`config.mk`:
```
export PLATFORM = sky130hd
export DESIGN_NAME = word_frequency_table_flat
export DESIGN_NICKNAME = d
export VERILOG_FILES = /design/src/design/wft_pkg.sv /design/src/design/wft_in_if.sv /design/src/design/wft_out_if.sv /design/src/design/wft_cell.sv /design/src/design/word_frequency_table.sv /design/src/flat_wrapper.sv
export VERILOG_INCLUDE_DIRS = /design/src /design/src/design
export SDC_FILE = /design/constraint.sdc
export NUM_CORES = 2
export LEC_CHECK = 0
export BUFFER_PORTS_ARGS = -buffer_cell sky130_fd_sc_hd__buf_2
export CAP_MARGIN = 10
export CORE_MARGIN = 10
export CORE_UTILIZATION = 33
export DETAILED_ROUTE_END_ITERATION = 6
export GPL_TIMING_DRIVEN = 0
export SLEW_MARGIN = 40
export SYNTH_ARGS = -nofsm -noshare
export SYNTH_HDL_FRONTEND = slang
export SYNTH_HIERARCHICAL = 1
export SYNTH_SLANG_ARGS = --single-unit
```
`constraint.sdc`:
```
create_clock -name i_clk -period 39.9 [get_ports i_clk]
set_input_delay 7.98 -clock i_clk [delete_from_list [all_inputs] [get_ports i_clk]]
set_output_delay 7.98 -clock i_clk [all_outputs]
set_load 0.01 [all_outputs]
```
`src/design/assert_macros.svh`:
```
// Assertion helpers, clocked on i_clk and quiet while i_rst_n is low.
`ifndef ASSERT_MACROS_SVH
`define ASSERT_MACROS_SVH

// Implication checked on every rising edge outside reset.
`define WFT_ASSERT(label, prop, msg) \
    label: assert property (@(posedge i_clk) disable iff (!i_rst_n) prop) else $error(msg);

// Condition that must never be seen outside reset.
`define WFT_NEVER(label, cond, msg) \
    label: assert property (@(posedge i_clk) disable iff (!i_rst_n) !(cond)) else $error(msg);

`endif

```
`src/design/wft_pkg.sv`:
```
`default_nettype none
package wft_pkg;

    localparam int SLOT_W  = 4;   // width of the slot field
    localparam int OCNT_W  = 16;  // width of the word_count field

    localparam logic [7:0] CHAR_SPACE = 8'h20;
    localparam logic [7:0] CHAR_TAB   = 8'h09;  // first of the control spaces
    localparam logic [7:0] CHAR_CR    = 8'h0D;  // last of the control spaces
    localparam logic [7:0] CHAR_UP_A  = 8'h41;
    localparam logic [7:0] CHAR_UP_Z  = 8'h5A;
    localparam logic [7:0] CASE_OFFS  = 8'h20;  // 'a' - 'A'

    // Broadcast from the top level to every cell.
    typedef struct packed {
        logic       store;      // byte goes into the pending word
        logic       first;      // byte is the first of a word
        logic       finish;     // word ends in this cycle
        logic [7:0] char_byte;  // folded byte
    } t_cell_ctl;

    // Handed from each cell to its right-hand neighbour.
    typedef struct packed {
        logic              used;        // this cell holds a word
        logic              hit;         // a cell so far matched
        logic              ins;         // a cell so far took the word
        logic [SLOT_W-1:0] slot;
        logic [OCNT_W-1:0] word_count;
    } t_link;

endpackage
`default_nettype wire

```
`src/design/wft_in_if.sv`:
```
`default_nettype none
interface wft_in_if;
    logic       valid;
    logic       ready;
    logic [7:0] char_byte;
    logic       end_of_text;

    modport source (output valid, output char_byte, output end_of_text, input ready);
    modport sink   (input valid, input char_byte, input end_of_text, output ready);
endinterface
`default_nettype wire

```
`src/design/wft_out_if.sv`:
```
`default_nettype none
interface wft_out_if;
    logic        valid;
    logic        ready;
    logic [3:0]  slot;
    logic [15:0] word_count;
    logic        new_entry;
    logic        dropped_full;
    logic        truncated;
    logic        last;

    modport source (output valid, output slot, output word_count, output new_entry,
                    output dropped_full, output truncated, output last, input ready);
    modport sink   (input valid, input slot, input word_count, input new_entry,
                    input dropped_full, input truncated, input last, output ready);
endinterface
`default_nettype wire

```
`src/design/wft_cell.sv`:
```
`default_nettype none
module wft_cell import wft_pkg::*; #(
    parameter int WORD_BYTES = 32,
    parameter int COUNT_BITS = 16,
    parameter int INDEX      = 0
) (
    input  wire                          i_clk,
    input  wire                          i_rst_n,
    input  wire t_cell_ctl               i_ctl,
    input  wire [$clog2(WORD_BYTES)-1:0] i_pos,
    input  wire [$clog2(WORD_BYTES+1)-1:0] i_len,
    input  wire t_link                   i_link,
    output t_link                        o_link
);
    localparam int LEN_W = $clog2(WORD_BYTES+1);
    localparam logic [COUNT_BITS-1:0] CNT_MAX = {COUNT_BITS{1'b1}};

    logic [7:0]            r_key [WORD_BYTES];
    logic [LEN_W-1:0]      r_key_len;
    logic [COUNT_BITS-1:0] r_count;
    logic                  r_used;
    logic                  r_match;

    logic                  w_cand;
    logic                  w_match;
    logic                  w_hit;
    logic                  w_ins;
    logic [COUNT_BITS-1:0] w_inc;

    // free cell straight after the last one in use takes the new word
    assign w_cand  = i_link.used & ~r_used;
    assign w_match = i_ctl.store ? ((i_ctl.first | r_match) & (r_key[i_pos] == i_ctl.char_byte))
                                 : r_match;
    assign w_hit   = i_ctl.finish & r_used & w_match & (r_key_len == i_len);
    // all cells in use sit to the left, so the incoming hit is complete here
    assign w_ins   = i_ctl.finish & w_cand & ~i_link.hit;
    assign w_inc   = (r_count == CNT_MAX) ? r_count : r_count + COUNT_BITS'(1);

    always_ff @(posedge i_clk) begin
        if (!i_rst_n) begin
            r_used  <= 1'b0;
            r_count <= '0;
        end else if (w_hit) begin
            r_count <= w_inc;
        end else if (w_ins) begin
            r_used  <= 1'b1;
            r_count <= COUNT_BITS'(1);
        end
    end

    always_ff @(posedge i_clk) begin
        if (i_ctl.store) begin
            r_match <= w_match;
            if (w_cand) begin
                r_key[i_pos] <= i_ctl.char_byte;
            end
        end
        if (w_ins) begin
            r_key_len <= i_len;
        end
    end

    always_comb begin
        o_link.used       = r_used;
        o_link.hit        = i_link.hit | w_hit;
        o_link.ins        = i_link.ins | w_ins;
        o_link.slot       = i_link.slot;
        o_link.word_count = i_link.word_count;
        if (w_hit) begin
            o_link.slot       = SLOT_W'(INDEX);
            o_link.word_count = OCNT_W'(w_inc);
        end else if (w_ins) begin
            o_link.slot       = SLOT_W'(INDEX);
            o_link.word_count = OCNT_W'(1);
        end
    end
endmodule
`default_nettype wire

```
`src/design/word_frequency_table.sv`:
```
// Channel   Dir  Payload                                                      Transaction
// i_text    in   char_byte[8], end_of_text                                    one byte of text
// o_result  out  slot[4], word_count[16], new_entry, dropped_full, truncated, last  one word
//
// One byte a cycle while the output register is empty or being drained. Each cell
// compares its stored key against the byte as it arrives, so a word is resolved in
// the cycle that ends it and its result sits in the output register the cycle after;
// the chain of cells is the path that sets the clock period (one link per table entry).
// i_rst_n is synchronous: it empties the table and the pending word.
// A byte is taken whenever the output register is empty or being drained.
`default_nettype none
`include "assert_macros.svh"
module word_frequency_table import wft_pkg::*; #(
    parameter int TABLE_ENTRIES = 16,
    parameter int WORD_BYTES    = 32,
    parameter int COUNT_BITS    = 16
) (
    input  wire          i_clk,
    input  wire          i_rst_n,
    wft_in_if.sink       i_text,
    wft_out_if.source    o_result
);
    localparam int POS_W = $clog2(WORD_BYTES);
    localparam int LEN_W = $clog2(WORD_BYTES+1);
    localparam logic [LEN_W-1:0] LEN_MAX = LEN_W'(WORD_BYTES);

    // pending word: only its length and cut flag live here, the bytes go
    // straight into the cells
    logic [LEN_W-1:0] r_len;
    logic             r_ovf;

    // output register
    logic              r_oval;
    logic [SLOT_W-1:0] r_slot;
    logic [OCNT_W-1:0] r_count;
    logic              r_new;
    logic              r_drop;
    logic              r_trunc;
    logic              r_last;

    logic             w_take;
    logic             w_space;
    logic             w_ends;
    logic             w_room;
    logic             w_cut;
    logic [7:0]       w_fold;
    logic [LEN_W-1:0] n_len;
    logic             w_finish;
    t_cell_ctl        w_ctl;
    t_link            w_link [TABLE_ENTRIES+1];

    assign i_text.ready = ~r_oval | o_result.ready;
    assign w_take       = i_text.valid & i_text.ready;

    always_comb begin
        case (i_text.char_byte) inside
            CHAR_SPACE, [CHAR_TAB:CHAR_CR]: w_space = 1'b1;
            default:                        w_space = 1'b0;
        endcase
        case (i_text.char_byte) inside
            [CHAR_UP_A:CHAR_UP_Z]: w_fold = i_text.char_byte + CASE_OFFS;
            default:               w_fold = i_text.char_byte;
        endcase
    end

    assign w_ends   = w_space | i_text.end_of_text;
    assign w_room   = r_len < LEN_MAX;
    // byte past the key width: dropped, the word is flagged
    assign w_cut    = ~w_space & ~w_room;
    assign n_len    = (w_take & ~w_space & w_room) ? r_len + LEN_W'(1) : r_len;
    // an empty word gives no transaction
    assign w_finish = w_take & w_ends & (n_len != '0);

    assign w_ctl.store     = w_take & ~w_space & w_room;
    assign w_ctl.first     = (r_len == '0);
    assign w_ctl.finish    = w_finish;
    assign w_ctl.char_byte = w_fold;

    // left end of the chain behaves as a cell in use with nothing found
    assign w_link[0] = '{used: 1'b1, hit: 1'b0, ins: 1'b0, slot: '0, word_count: '0};

    for (genvar g = 0; g < TABLE_ENTRIES; g++) begin : g_cell
        wft_cell #(
            .WORD_BYTES (WORD_BYTES),
            .COUNT_BITS (COUNT_BITS),
            .INDEX      (g)
        ) u_cell (
            .i_clk   (i_clk),
            .i_rst_n (i_rst_n),
            .i_ctl   (w_ctl),
            .i_pos   (r_len[POS_W-1:0]),
            .i_len   (n_len),
            .i_link  (w_link[g]),
            .o_link  (w_link[g+1])
        );
    end

    always_ff @(posedge i_clk) begin
        if (!i_rst_n) begin
            r_len <= '0;
            r_ovf <= 1'b0;
        end else if (w_take) begin
            if (w_ends) begin
                r_len <= '0;
                r_ovf <= 1'b0;
            end else begin
                r_len <= n_len;
                r_ovf <= r_ovf | w_cut;
            end
        end
    end

    always_ff @(posedge i_clk) begin
        if (!i_rst_n) begin
            r_oval <= 1'b0;
        end else if (w_finish) begin
            r_oval <= 1'b1;
        end else if (o_result.ready) begin
            r_oval <= 1'b0;
        end
    end

    // no match and no free cell: word dropped, slot and count read zero
    always_ff @(posedge i_clk) begin
        if (w_finish) begin
            r_slot  <= w_link[TABLE_ENTRIES].slot;
            r_count <= w_link[TABLE_ENTRIES].word_count;
            r_new   <= w_link[TABLE_ENTRIES].ins;
            r_drop  <= ~w_link[TABLE_ENTRIES].hit & ~w_link[TABLE_ENTRIES].ins;
            r_trunc <= r_ovf | w_cut;
            r_last  <= i_text.end_of_text;
        end
    end

    assign o_result.valid        = r_oval;
    assign o_result.slot         = r_slot;
    assign o_result.word_count   = r_count;
    assign o_result.new_entry    = r_new;
    assign o_result.dropped_full = r_drop;
    assign o_result.truncated    = r_trunc;
    assign o_result.last         = r_last;

    `WFT_ASSERT(a_finish_shows, w_finish |=> r_oval, "finished word gave no result")
    `WFT_ASSERT(a_drop_full, (r_oval && r_drop) |-> w_link[TABLE_ENTRIES].used, "dropped with room left")
    `WFT_ASSERT(a_new_one, (r_oval && r_new) |-> (r_count == OCNT_W'(1) && !r_drop), "bad new entry")
    `WFT_NEVER(a_len_cap, r_len > LEN_MAX, "pending word longer than key width")
endmodule
`default_nettype wire

```
`src/flat_wrapper.sv`:
```
// flat-port wrapper written by rule: the top's interface ports become plain ports
module word_frequency_table_flat import wft_pkg::*;
#(
    parameter int TABLE_ENTRIES = 16,
    parameter int WORD_BYTES    = 32,
    parameter int COUNT_BITS    = 16
)
  (i_clk, i_rst_n, i_text_valid, i_text_char_byte, i_text_end_of_text, i_text_ready, o_result_valid, o_result_slot, o_result_word_count, o_result_new_entry, o_result_dropped_full, o_result_truncated, o_result_last, o_result_ready);
  wft_in_if i_text_i ();
  wft_out_if o_result_i ();
  input  wire i_clk;
  input  wire i_rst_n;
  input wire logic [$bits(i_text_i.valid)-1:0] i_text_valid;
  input wire logic [$bits(i_text_i.char_byte)-1:0] i_text_char_byte;
  input wire logic [$bits(i_text_i.end_of_text)-1:0] i_text_end_of_text;
  output wire logic [$bits(i_text_i.ready)-1:0] i_text_ready;
  output wire logic [$bits(o_result_i.valid)-1:0] o_result_valid;
  output wire logic [$bits(o_result_i.slot)-1:0] o_result_slot;
  output wire logic [$bits(o_result_i.word_count)-1:0] o_result_word_count;
  output wire logic [$bits(o_result_i.new_entry)-1:0] o_result_new_entry;
  output wire logic [$bits(o_result_i.dropped_full)-1:0] o_result_dropped_full;
  output wire logic [$bits(o_result_i.truncated)-1:0] o_result_truncated;
  output wire logic [$bits(o_result_i.last)-1:0] o_result_last;
  input wire logic [$bits(o_result_i.ready)-1:0] o_result_ready;
  assign i_text_i.valid = i_text_valid;
  assign i_text_i.char_byte = i_text_char_byte;
  assign i_text_i.end_of_text = i_text_end_of_text;
  assign i_text_ready = i_text_i.ready;
  assign o_result_valid = o_result_i.valid;
  assign o_result_slot = o_result_i.slot;
  assign o_result_word_count = o_result_i.word_count;
  assign o_result_new_entry = o_result_i.new_entry;
  assign o_result_dropped_full = o_result_i.dropped_full;
  assign o_result_truncated = o_result_i.truncated;
  assign o_result_last = o_result_i.last;
  assign o_result_i.ready = o_result_ready;
  word_frequency_table #(.TABLE_ENTRIES(TABLE_ENTRIES), .WORD_BYTES(WORD_BYTES), .COUNT_BITS(COUNT_BITS)) u_core (.i_clk(i_clk), .i_rst_n(i_rst_n), .i_text(i_text_i), .o_result(o_result_i));
endmodule
```
[After elaboration in Yosys (flattened, before gate mapping)]
Memories as Yosys holds them, arrays and structs flattened. A register that Yosys moved wholly into a read port is not among the register bits.
Index checks and enable logic that the tools add are counted.
Operators by class
  add/sub/neg operators: 18
  $lt $le $gt $ge: 5
  eq/ne operators: 49
  muxes and demuxes: 183
  bitwise operators: 217
  reductions and logical operators: 42
Operator list (number)
  2-to-1 mux 16 bit: 51
  2-to-1 mux 20 bit: 14
  adder 16 x 1 -> 16 bit, second input constant: 16
  == test 16 bit, second input constant: 16
  2-to-1 mux 5 bit: 32
  2-to-1 mux 19 bit: 8
  == test 8 bit: 16
  bitwise AND 1 bit: 117
  == test 6 bit: 16
  2-to-1 mux 18 bit: 4
  2-to-1 mux 1 bit: 69
  inverter 1 bit: 51
  OR 1 bit: 49
  2-to-1 mux 17 bit: 2
  nonzero test 2 bit: 17
  AND reduction 2 bit: 16
  OR reduction 16 bit: 1
  2-to-1 mux 6 bit: 2
  adder 8 x 6 -> 8 bit, second input constant: 1
  == test 8 x 6 -> 1 bit, second input constant: 1
  >= comparator 8 x 4 -> 1 bit, second input constant: 1
  >= comparator 8 x 7 -> 1 bit, second input constant: 1
  less-or-equal comparator 8 x 4 -> 1 bit, second input constant: 1
  less-or-equal comparator 8 x 7 -> 1 bit, second input constant: 1
  other kinds (9): 11
Storage, ports and cells
  register bits after elaboration: 416
  memory bits (writable): 4096
  output and inout bits: 26
  logic and storage cells: 606
  memories kept: 16
Memories
  u_core.g_cell[0].u_cell.r_key: depth 32, width 8, read ports 1, clocked after memory_dff 1, wr ports 1, RTL line wft_cell.sv:18  | logic [7:0] r_key [WORD_BYTES];
  u_core.g_cell[10].u_cell.r_key: depth 32, width 8, read ports 1, clocked after memory_dff 1, wr ports 1, RTL line wft_cell.sv:18
  u_core.g_cell[11].u_cell.r_key: depth 32, width 8, read ports 1, clocked after memory_dff 1, wr ports 1, RTL line wft_cell.sv:18
  u_core.g_cell[12].u_cell.r_key: depth 32, width 8, read ports 1, clocked after memory_dff 1, wr ports 1, RTL line wft_cell.sv:18
  u_core.g_cell[13].u_cell.r_key: depth 32, width 8, read ports 1, clocked after memory_dff 1, wr ports 1, RTL line wft_cell.sv:18
  u_core.g_cell[14].u_cell.r_key: depth 32, width 8, read ports 1, clocked after memory_dff 1, wr ports 1, RTL line wft_cell.sv:18
  10 more memories

[Logic depth before layout (Yosys ltp)]
  word-level depth: 45
  gate-level depth with buffers: 47
  gate-level depth less buffers: 43

[Modules after synthesis]
The synthesis kept the hierarchy.
Modules (own cells, without submodules)
  wft_cell (u_core.g_cell[11].u_cell ...): times used 4, cells an instance 801, area an instance 11815.1 um2, seq. area each 8237.9 um2
  wft_cell (u_core.g_cell[1].u_cell ...): times used 3, cells an instance 803, area an instance 11883.9 um2, seq. area each 8237.9 um2
  wft_cell (u_core.g_cell[3].u_cell ...): times used 3, cells an instance 802, area an instance 11817.6 um2, seq. area each 8237.9 um2
  wft_cell (u_core.g_cell[12].u_cell ...): times used 2, cells an instance 802, area an instance 11821.3 um2, seq. area each 8237.9 um2
  wft_cell (u_core.g_cell[0].u_cell): times used 1, cells an instance 805, area an instance 11890.2 um2, seq. area each 8237.9 um2
  wft_cell (u_core.g_cell[8].u_cell): times used 1, cells an instance 803, area an instance 11881.4 um2, seq. area each 8237.9 um2
  wft_cell (u_core.g_cell[10].u_cell): times used 1, cells an instance 803, area an instance 11821.3 um2, seq. area each 8237.9 um2
  wft_cell (u_core.g_cell[15].u_cell): times used 1, cells an instance 800, area an instance 11806.3 um2, seq. area each 8237.9 um2
  word_frequency_table: times used 1, cells an instance 123, area an instance 1441.4 um2, seq. area each 880.8 um2

[Least setup slack after synthesis]
OpenSTA, ideal clock, no wires.
  path kind: input port to flip-flop
  start: input i_text_char_byte[1]
  end: register u_core.r_new, in the netlist u_core/o_result.new_entry (data pin)
  arrival: 21640 ps
  required time: 39634 ps
  setup slack: 17994 ps
  stages on the path: 27
  path through: nor3_1 nand2_1 o21ai_0 o41a_1 a21oi_1 or4_1 o41ai_4 nand2b_1 buf_2 nand2b_1 and3b_1 clkbuf_1 or2_2 or2_2 or2_2 or2_2 or2_2 or2_2 or2_2 or2_2 or2_2 or2_2 or2_2 or2_2 or2_2 or2_2 or2_2
RTL lines
  start: declaration: RTL line flat_wrapper.sv:14  | input wire logic [$bits(i_text_i.char_byte)-1:0] i_text_char_byte;
  end signal: assignment: RTL line word_frequency_table.sv:128  | r_new <= w_link[TABLE_ENTRIES].ins;
  end: declaration: RTL line word_frequency_table.sv:36  | logic r_new;

==> flow_metrics.py <==
metrics = {
    "clocking": {
        "cts_root_buffer": "clkbuf_16",
        "cts.sinks": 4512,
        "cts_tree": "yes",
        "hold_buffers": 0,
        "clk_pin_slew_ps": 60,
        "insertion_delay_ps": 1060,
        "numCtsBuffers": 464,
        "cts_setup_buffers": 0,
        "clock_path_buffers": 4,
        "cts_resized": 0,
        "cts-htree-levels": 5,
    },
    "routing": {
        "vias": 117000,
        "drc_errors": 0,
        "dr.max_layer_used": "met5",
        "wl_per_cell_um": 23.7,
        "dr.first_iter.drc_count": 11600,
        "viasPerCell": 5.40,
        "dr.pass1.iters": 6,
        "antenna_left": 0,
        "drt-met1-wl_um": 224000,
        "wl_met2_um": 239000,
        "finalWirelength_um": 515000,
        "dr_wl_met3_um": 35800,
    },
    "synthesis": {
        "ys_warn_count": 6,
        "synth_area_per_cell_um2": 14.7,
        "synthCells": 13000,
        "syn-cell-area_um2": 191000,
    },
    "die": {
        "pin_count": 39,
        "dieArea_um2": 609000,
        "die_h_um": 780,
        "rows": 279,
        "fp.dieW_um": 780,
        "coreArea_um2": 577000,
        "start_util_pct": 33.1,
    },
    "critical_path": {
        "cp.arrival_ps": 19750,
        "crit_top_cell": "o22ai_1",
        "rrSetupSlack_ps": 29000,
        "crit_path_top_delay_cell": "or4b_2",
        "setup.worst_path.start": "i_text_char_byte[0]",
        "endpoint_kind": "flop",
        "path_max_fanout": 87,
        "worstReg2RegStart": "u_core/o_result.valid",
        "startpoint_type": "input port",
        "critPathKind": "in -> reg",
        "cp_slowest_stage_delay_ps": 750,
        "critical_path_required_ps": 40740,
    },
    "finish": {
        "instances_no_fill": 21800,
        "final_nets": 13700,
        "drive_above_1_share_pct": 14.1,
        "fin_util_pct": 38.2,
        "synthToLayoutAreaGrowth_pct": 15.3,
        "fillCellCount": 53600,
    },
    "flow_run": {
        "cap_viol_max_count": 0,
    },
    "grt": {
        "grt_pass1_vias": 113000,
        "grt_usage_pct": 16.0,
        "gr-total-overflow": 0,
        "grt_max_degree": 94,
        "grt_pass1_wl_um": 756000,
        "antenna_found_initial": 13,
    },
    "worst_hold_path": {
        "holdCritPathClass": "reg -> reg",
        "hold_path.startpoint": "u_core/r_ovf",
    },
    "timing": {
        "period_share_pct": 47.4,
        "worst_clock_skew_ps": 148,
        "rsz0062_at_grt": "false",
        "postLayoutSetupSlackWorst_ps": 20990,
        "slew_headroom_pct": 36.0,
        "finalSetupViolations": 0,
        "finalMaxSlewViolations": 0,
        "layout_min_cycle_time_ps": 18910,
        "hold_slack_ps": 470,
        "tightest_slew_ps": 950,
        "fmaxAchievable_ghz": 0.0529,
        "finalHoldViolations": 0,
    },
    "power_and_ir_drop": {
        "power_w": 0.00975,
        "powerDensity_nw_per_um2": 44.3,
        "p_leak_nw": 65.7,
        "ir_drop_v": 0.0000371,
    },
    "run_status": {
        "status": "completed",
    },
    "placement": {
        "post-place-ws_ps": 20160,
        "hpwl_um": 336000,
        "gp_congestion": 0.875,
        "port_buffers": 38,
        "place_inst": 20900,
    },
}
routing by layer:
layer | GRT usage [%] | vias up
met3 | 1.99 | 931
met2 | 25.9 | 4482
met1 | 22.6 | 59500
li1 | - | 52600
met4 | 4.79 | 2
met5 | 0 | -
stage by stage:
| step | instance area [um^2] | setup TNS, ps |
|---|---|---|
| 2_1_floorplan | 191000 | 0 |
| 3_3_place_gp | 201000 | -46110 |
| 3_5_place_dp | 205000 | 0 |
| 4_1_cts | 220000 | 0 |
| 5_1_grt | 220000 | 0 |
| 6_report | 220000 | 0 |
layout by cell type, fill, tap and decap left out, types with 53 or more instances in the layout:
| cell | count |
|---|---|
| and2_1 | 113 |
| buf_4 | 88 |
| and3b_1 | 80 |
| nand4_1 | 79 |
| o21ai_0 | 237 |
| edfxtp_1 | 4232 |
| dfxtp_1 | 275 |
| nor2_1 | 702 |
| or4b_1 | 66 |
| nor2_2 | 234 |
| buf_16 | 58 |
| nor4_1 | 351 |
| buf_6 | 53 |
| clkbuf_16 | 466 |
| a21oi_1 | 215 |
| inv_1 | 501 |
| and3_1 | 114 |
| or4_1 | 83 |
| buf_2 | 488 |
| nand3_1 | 162 |
| clkbuf_1 | 291 |
| nand4b_1 | 96 |
| o22ai_1 | 1257 |
| clkinv_2 | 76 |
| mux2i_1 | 2050 |
| a21boi_0 | 64 |
| o211ai_1 | 176 |
| nand2_1 | 139 |
| xor2_1 | 64 |
| nand4bb_1 | 79 |
| clkinv_1 | 98 |
| nor3_1 | 114 |
final cells by class:
class                           count  area (um^2)  share of cell area (%)
Multi-Input combinational cell   7225        53800                    24.4
Antenna cell                       10         25.0                  0.0114
Inverter                          501         1880                   0.854
Sequential cell                  4512       133000                    60.3
Clock inverter                    268         2770                    1.26
Tap cell                         7727         9670                    4.39
Buffer                            741         3860                    1.76
Clock buffer                      591        12300                    5.57
Timing Repair Buffer              195         3130                    1.42
state kept, by name (all words and copies together), names as in the netlist:
| name | cells |
|---|---|
| u_core/o_result.dropped_full | 1 |
| u_core/o_result.word_count | 16 |
| u_core/g_cell.u_cell/r_key | 4096 |
| u_core/o_result.valid | 1 |
| u_core/o_result.new_entry | 1 |
| u_core/o_result.truncated | 1 |
| u_core/g_cell.u_cell/r_key_len | 96 |
| u_core/g_cell.u_cell/r_used | 16 |
| u_core/g_cell.u_cell/r_count | 256 |
| u_core/r_ovf | 1 |
| u_core/r_len | 6 |
| u_core/o_result.last | 1 |
| u_core/o_result.slot | 4 |
| u_core/g_cell.u_cell/r_match | 16 |
worst paths after layout:
path,to,cells past startpoint
setup / recovery,u_core/o_result.word_count[5],53
hold / removal,u_core/r_ovf,2
setup reg to reg,u_core/o_result.word_count[5],49
hold reg to reg,u_core/r_ovf,2
worst max-delay path, delay by kind of cell:
kind | cells | cell delay, ps
and+or+nand+nor | 9 | 2620
AOI/OAI and AO/OA | 19 | 4430
buffers and inverters | 24 | 4040
muxes | 1 | 250
report_power, final:
group / leakage, nW / switching (W) / internal (W) / total [W]
combinational: 18.1 / 0.000191 / 0.0000822 / 0.000274
clock: 7.29 / 0.00184 / 0.00245 / 0.00429
sequential: 40.4 / 0.00000180 / 0.00518 / 0.00518
(Power assumes the default switching activity.)
